===== src/rtl/voxel_ray_traversal_core_assert.svh =====
// Assertion macros for the voxel ray traversal core.
// Included by the RTL file that checks its own control logic.
`ifndef VOXEL_RAY_TRAVERSAL_CORE_ASSERT_SVH
`define VOXEL_RAY_TRAVERSAL_CORE_ASSERT_SVH

// Condition implies consequence in the same cycle.
`define VRT_ASSERT_SAME(label, clk, rst_n, ante, cons) \
    label: assert property (@(posedge clk) disable iff (!rst_n) (ante) |-> (cons)) \
        else $error("voxel ray traversal check failed");

// Condition implies consequence in the next cycle.
`define VRT_ASSERT_NEXT(label, clk, rst_n, ante, cons) \
    label: assert property (@(posedge clk) disable iff (!rst_n) (ante) |=> (cons)) \
        else $error("voxel ray traversal check failed");

`endif


===== src/rtl/voxrt_pkg.sv =====
// Shared types and constants for the voxel ray traversal core.
// No dependencies.
`default_nettype none
package voxrt_pkg;
    localparam int GRID_X_DEF = 64;
    localparam int GRID_Y_DEF = 64;
    localparam int GRID_Z_DEF = 64;

    localparam int POS_W    = 18;
    localparam int DIR_W    = 16;
    localparam int RANGE_W  = 18;
    localparam int VOX_W    = 6;
    localparam int CELL_W   = 12;
    localparam int TIME_W   = 32;
    localparam int DVD_W    = 31;
    localparam int FRAC_SH  = 22;
    localparam int NUM_W    = 9;

    localparam logic [RANGE_W-1:0] MAX_RANGE_RST = 18'd16384;
    localparam logic [RANGE_W-1:0] MIN_RANGE_RST = 18'd0;

    localparam logic ACT_WRITE = 1'b0;
    localparam logic ACT_CAST  = 1'b1;

    localparam logic CFG_MAX_RANGE = 1'b0;
    localparam logic CFG_MIN_RANGE = 1'b1;

    typedef struct packed {
        logic              go;
        logic [DVD_W-1:0]  dividend;
        logic [DIR_W-1:0]  divisor;
    } t_div_req;

    typedef struct packed {
        logic              done;
        logic [DVD_W-1:0]  quotient;
    } t_div_rsp;
endpackage
`default_nettype wire


===== src/rtl/voxrt_div.sv =====
// Restoring radix-2 divider, one quotient bit per cycle.
// Depends on voxrt_pkg.
`default_nettype none
module voxrt_div (
    input  wire logic               i_clk,
    input  wire logic               i_rst_n,
    input  wire voxrt_pkg::t_div_req i_req,
    output voxrt_pkg::t_div_rsp     o_rsp
);
    localparam int DW  = voxrt_pkg::DVD_W;
    localparam int SW  = voxrt_pkg::DIR_W;
    localparam int CW  = $clog2(DW + 1);

    logic          r_busy;
    logic          r_done;
    logic [CW-1:0] r_cnt;
    logic [SW-1:0] r_rem;
    logic [SW-1:0] r_dvs;
    logic [DW-1:0] r_quo;
    logic [SW:0]   trial;
    logic [SW:0]   diff;
    logic          qbit;

    always_comb begin
        trial = {r_rem, r_quo[DW-1]};
        diff  = trial - {1'b0, r_dvs};
        qbit  = (trial >= {1'b0, r_dvs});
    end

    always_ff @(posedge i_clk) begin
        if (!i_rst_n) begin
            r_busy <= 1'b0;
            r_done <= 1'b0;
            r_cnt  <= '0;
        end else begin
            r_done <= 1'b0;
            if (i_req.go) begin
                r_busy <= 1'b1;
                r_cnt  <= CW'(DW);
            end else if (r_busy) begin
                r_cnt <= r_cnt - 1'b1;
                if (r_cnt == CW'(1)) begin
                    r_busy <= 1'b0;
                    r_done <= 1'b1;
                end
            end
        end
    end

    always_ff @(posedge i_clk) begin
        if (i_req.go) begin
            r_quo <= i_req.dividend;
            r_rem <= '0;
            r_dvs <= i_req.divisor;
        end else if (r_busy) begin
            r_rem <= qbit ? diff[SW-1:0] : trial[SW-1:0];
            r_quo <= {r_quo[DW-2:0], qbit};
        end
    end

    assign o_rsp.done     = r_done;
    assign o_rsp.quotient = r_quo;
endmodule
`default_nettype wire


===== config.mk =====
export PLATFORM = sky130hd
export DESIGN_NAME = voxrt_div
export DESIGN_NICKNAME = d
export VERILOG_FILES = /design/src/rtl/voxel_ray_traversal_core_assert.svh /design/src/rtl/voxrt_pkg.sv /design/src/rtl/voxrt_div.sv
export SDC_FILE = /design/constraint.sdc
export NUM_CORES = 1
export LEC_CHECK = 0
export BUFFER_PORTS_ARGS = -buffer_cell sky130_fd_sc_hd__buf_4
export CAP_MARGIN = 20
export CORE_ASPECT_RATIO = 2
export CORE_MARGIN = 4
export CORE_UTILIZATION = 54
export DETAILED_ROUTE_END_ITERATION = 7
export GPL_TIMING_DRIVEN = 0
export MAX_ROUTING_LAYER = met4
export PLACE_DENSITY = 0.92
export SYNTH_ARGS = -nofsm -noshare
export SYNTH_HDL_FRONTEND = slang
export SYNTH_SLANG_ARGS = --single-unit

===== constraint.sdc =====
create_clock -name i_clk -period 2.9 [get_ports i_clk]
set_input_delay 0.725 -clock i_clk [delete_from_list [all_inputs] [get_ports i_clk]]
set_output_delay 0.725 -clock i_clk [all_outputs]
set_load 0.02 [all_outputs]

# Word-level counts from Yosys, hierarchy flattened
# Index checks and enable logic that the tools add are counted.
[op_classes]
add_sub_neg = 2
magnitude_cmp = 1
eq_ne = 1
muxes = 9
n_bitwise = 2
n_reduce_logical = 2
[op_table]
columns = ["operator", "count"]
rows = [
  ["$mux W31", 2],
  ["$ge A17 B16 Y1", 1],
  ["$mux W16", 1],
  ["$sub A16 B16 Y16", 1],
  ["$mux W5", 2],
  ["$eq A5 B1 Y1 const B", 1],
  ["$sub A5 B1 Y5 const B", 1],
  ["$mux W1", 4],
  ["$reduce_or A3 Y1", 1],
  ["$not A1 Y1", 2],
  ["$reduce_bool A2 Y1", 1],
]
[word_totals]
reg_bits = 70

# Depth between registers and ports, before layout
[depth]
depth_word = 4
ltp_mapped = 11

# Worst setup path after synthesis
# Ideal clock, no wire load.
[synth_timing]
path_kind = "register to register"
startpoint = "reg r_quo[30]"
endpoint = "reg r_quo[0] (data pin)"
setup_ns = 0.272
arrival_time_ns = 2.233
required_ns = 2.628
path_slack_ns = 0.395
path_stages_with_launch = 11
path_buffers = 1
period_less_slack_ns = 2.505
cell_sequence = "edfxtp_1 -> inv_1 -> ha_1 -> inv_1 -> a21o_1 -> a221o_1 -> a21oi_2 -> o21ai_1 -> a41oi_4 -> buf_2 -> mux2i_1"
[synth_via]
elab_chain_cells = 3
[synth_lines]
columns = ["element", "line", "text"]
rows = [
  ["start, declared", "voxrt_div.sv:19", "logic [DW-1:0] r_quo;"],
  ["start signal, assigned", "voxrt_div.sv:52", "r_quo <= i_req.dividend;"],
  ["start signal, assigned", "voxrt_div.sv:57", "r_quo <= {r_quo[DW-2:0], qbit};"],
  ["$ge A17 B16 Y1", "voxrt_div.sv:27", "qbit = (trial >= {1'b0, r_dvs});"],
  ["$mux W31", "voxrt_div.sv:55", "end else if (r_busy) begin"],
  ["$mux W31", "voxrt_div.sv:51", "if (i_req.go) begin"],
]
# No other way between the ends. The select of a mux whose other input is x is not followed.
# A chain may end at the register's enable or synchronous reset.

# Worst setup path after layout
[layout_timing]
startpoint = "reg r_dvs[1]"
endpoint = "reg r_quo[0] (data pin)"
[layout_via]
elab_chain_cells = 3
[layout_lines]
columns = ["element", "line", "text"]
rows = [
  ["start, declared", "voxrt_div.sv:18", "logic [SW-1:0] r_dvs;"],
  ["start signal, assigned", "voxrt_div.sv:54", "r_dvs <= i_req.divisor;"],
  ["$ge A17 B16 Y1", "voxrt_div.sv:27", ""],
  ["$mux W31", "voxrt_div.sv:55", ""],
  ["$mux W31", "voxrt_div.sv:51", ""],
]
# No other way between the ends. The select of a mux whose other input is x is not followed.

==> summary.txt <==
Placed design
  • Placed cells: 478
  • GP Congestion: 0.945
  • DP HPWL: 6740 um
  • PortBufs: 81

Layout
  • Register area: 1870 um2
  • Area grow syn2layout: 28.4%
  • Most frequent cells in the layout: buf_4, edfxtp_1, mux2_2
  • Fillers: 406
  • Final Non-Filler Cells: 495
  • Final nets: 473
  • Diodes inserted: 0
  • Proportion of layout cells with a drive suffix above 1: 0.325
  • Final Util: 0.723
  • Most common cell after layout, fill and taps aside: buf_4
  • Multi-input gate area: 1560 um2

Worst hold path
  • Origin of the worst min-delay path: r_rem[2]$_SDFFE_PP0P_
  • Worst Hold Path EP: r_rem[2]$_SDFFE_PP0P_
  • Hold Path Class: flop to flop
  • Hold Path Depth: 2

Drt
  • Starting DRC count in detailed routing: 95
  • Drt total wl: 9300 um
  • First-pass DRT Iterations: 4
  • Vias: 2,880
  • Residual DRC count: 0
  • Post-route ant nets: 0
  • Routed len/inst: 18.8 um
  • Vias per cell: 5.82

Timing
  • Crit share post-route: 0.965
  • Fin crit period: 2.80 ns
  • Relative slew slack: 0.583
  • Maximum clock frequency: 0.357 GHz
  • Setup Viol. Count Final: 0
  • Slew Limit Fails: 0
  • Final Hold Fails: 0
  • Worst hold slack: 0.476 ns
  • Setup Skew: 0.00369 ns
  • Actual slew at the worst max-slew pin: 0.626 ns

Clock tree
  • Postcts setup bufs: 0
  • CTS sink cnt: 70
  • Clock-pin slew on the worst setup and hold paths: 0.05 ns
  • Hold buffer count at CTS: 0
  • TritonCTS clock tree: done
  • Clock tree buffer depth: 2
  • H-tree depth: 3
  • Worst-Skew Late Latency: 0.33 ns
  • Cts repair resizes: 0
  • Clock root cell: clkbuf_16
  • Num CTS Buffers: 9

Global route
  • Global-route wire length before repair: 14,900 um
  • Vias in the first global route: 3,233
  • GRT overflow: 0
  • Gr usage total: 0.256
  • Initial antenna violation count: 0
  • Largest net degree at the start of global routing: 32

Synth
  • Syn Area/Cell: 11.5 um2
  • Yosys Warn Count: 0
  • Syn Std Cell Area: 3580 um2
  • Seq/Total Area, Yosys: 0.523
  • EDFF count, synth: 47
  • Syn Nets: 380
  • Syn Inst Count: 311
  • Post-synth top flop: edfxtp_1
  • Synth cell types: 47
  • Synthesis-stage register bit count: 70
  • Synth async-reset ratio: 0

Floorplan
  • Io pins: 82
  • Die Wd: 65.6 um
  • # rows: 41
  • Core area: 6360 um2
  • Die height: 123 um
  • Initial Utilization: 0.563
  • Die ar.: 8080 um2

Run
  • Max cap viols: 0

Pwr
  • Lkg Pwr: 2.04 nW
  • PD cells: 600 nW/um2
  • Overall Power: 2.76 mW
  • Peak supply drop: 0.000523 V

Worst setup path
  • Max FO, Critical Path: 10
  • Critical R2R Capture: r_quo[0]$_DFFE_PP_
  • Type of origin of the critical path: flop
  • R2r setup slk: 0.10 ns
  • Critical Path AT: 2.86 ns
  • Kind of critical path: flop to flop
  • Worst setup EP type: flop
  • WP data required: 2.96 ns
  • R2r worst-path depth: 9
  • Reg2reg start: r_dvs[1]$_DFFE_PP_

Outcome
  • Status: finished, final reports clean
-- cell type report --
class,instances,share of cell area
Buffer,13,0.0133
Clock buffer,11,0.0528
Clock inverter,5,0.00544
Inverter,24,0.0196
Multi-Input combinational cell,204,0.340
Sequential cell,70,0.407
Tap cell,86,0.0234
Timing Repair Buffer,82,0.138
-- Yosys cell counts, types with 2 or more instances --
master | instances | area share
edfxtp_1 | 47 | 0.39
mux2_2 | 30 | 0.094
nor2_1 | 27 | 0.028
inv_1 | 24 | 0.025
dfxtp_1 | 23 | 0.13
nand2_1 | 20 | 0.021
ha_1 | 18 | 0.063
a21oi_1 | 13 | 0.018
xor2_1 | 10 | 0.024
a21o_1 | 9 | 0.019
nand3_1 | 9 | 0.013
mux2i_1 | 8 | 0.022
o21ai_0 | 6 | 0.0084
a211oi_1 | 5 | 0.010
buf_1 | 5 | 0.0052
clkbuf_1 | 5 | 0.0052
xnor2_1 | 5 | 0.012
o311ai_0 | 4 | 0.0098
o31ai_1 | 4 | 0.0084
a31oi_1 | 3 | 0.0052
nor3_1 | 3 | 0.0042
o21a_1 | 3 | 0.0063
o21ai_1 | 3 | 0.0042
a32oi_1 | 2 | 0.0049
and3_1 | 2 | 0.0035
nor2b_1 | 2 | 0.0035
-- registers in the layout (all words and copies together) (netlist names) --
signal and cells:
r_quo 31, r_dvs 16, r_rem 16, r_cnt 5, r_busy 1, r_done 1
-- worst max-delay path, stage by stage, from the launching register on --
cell,delay (ns)
edfxtp_1,0.44
inv_1,0.08
ha_1,0.24
a21o_1,0.19
a221o_1,0.38
a21oi_2,0.18
o21ai_1,0.13
a41oi_4,0.45
buf_2,0.33
mux2i_1,0.10
-- power by group --
part | switching, mW | leakage [nW] | total [mW] | internal [mW]
Combinational | 0.295 | 1.26 | 0.542 | 0.247
Clock | 0.403 | 0.130 | 0.996 | 0.593
Sequential | 0.0549 | 0.658 | 1.22 | 1.17
Total | 0.753 | 2.04 | 2.76 | 2.01
-- routing by layer --
metal	vias up	global-route usage	wire (um)
met4	0	0.166	444
met3	41	0.0609	576
met5	-	-	0
li1	1327	-	-
met2	148	0.453	5200
met1	1364	0.240	3080
-- cells by family (layout without fill, tap and decap cells) --
| logic type | count (synthesis) | after routing | share of synthesized area |
|---|---|---|---|
| AO/OA/AOI/OAI | 62 | 62 | 0.124 |
| XOR/XNOR | 15 | 15 | 0.0367 |
| adder cells (fa/ha/maj) | 19 | 19 | 0.0685 |
| buffers and inverters | 37 | 135 | 0.0423 |
| flip-flops | 70 | 70 | 0.523 |
| multiplexers | 38 | 38 | 0.117 |
| AND/OR/NAND/NOR | 70 | 70 | 0.0894 |
-- stage by stage --
step           setup slack, ns  setup TNS [ns]  instance area [um2]
2_1_floorplan            0.395               0                 3580
3_3_place_gp            -0.197           -6.09                 4300
3_5_place_dp            -0.344          -10.64                 4300
4_1_cts                 0.0433               0                 4560
5_1_grt               -0.00365        -0.00365                 4600
6_report                 0.102               0                 4600
-- how the worst max path moves through the flow --
stage                             start                  end
floorplan           r_quo[30]$_DFFE_PP_   r_quo[0]$_DFFE_PP_
global placement              i_req[47]   r_quo[7]$_DFFE_PP_
detailed placement            i_req[47]   r_quo[7]$_DFFE_PP_
CTS                           i_req[47]  r_quo[20]$_DFFE_PP_
global route         r_dvs[4]$_DFFE_PP_   r_quo[0]$_DFFE_PP_
finish               r_dvs[1]$_DFFE_PP_   r_quo[0]$_DFFE_PP_
Note: power is estimated with default switching activity, not from simulation.
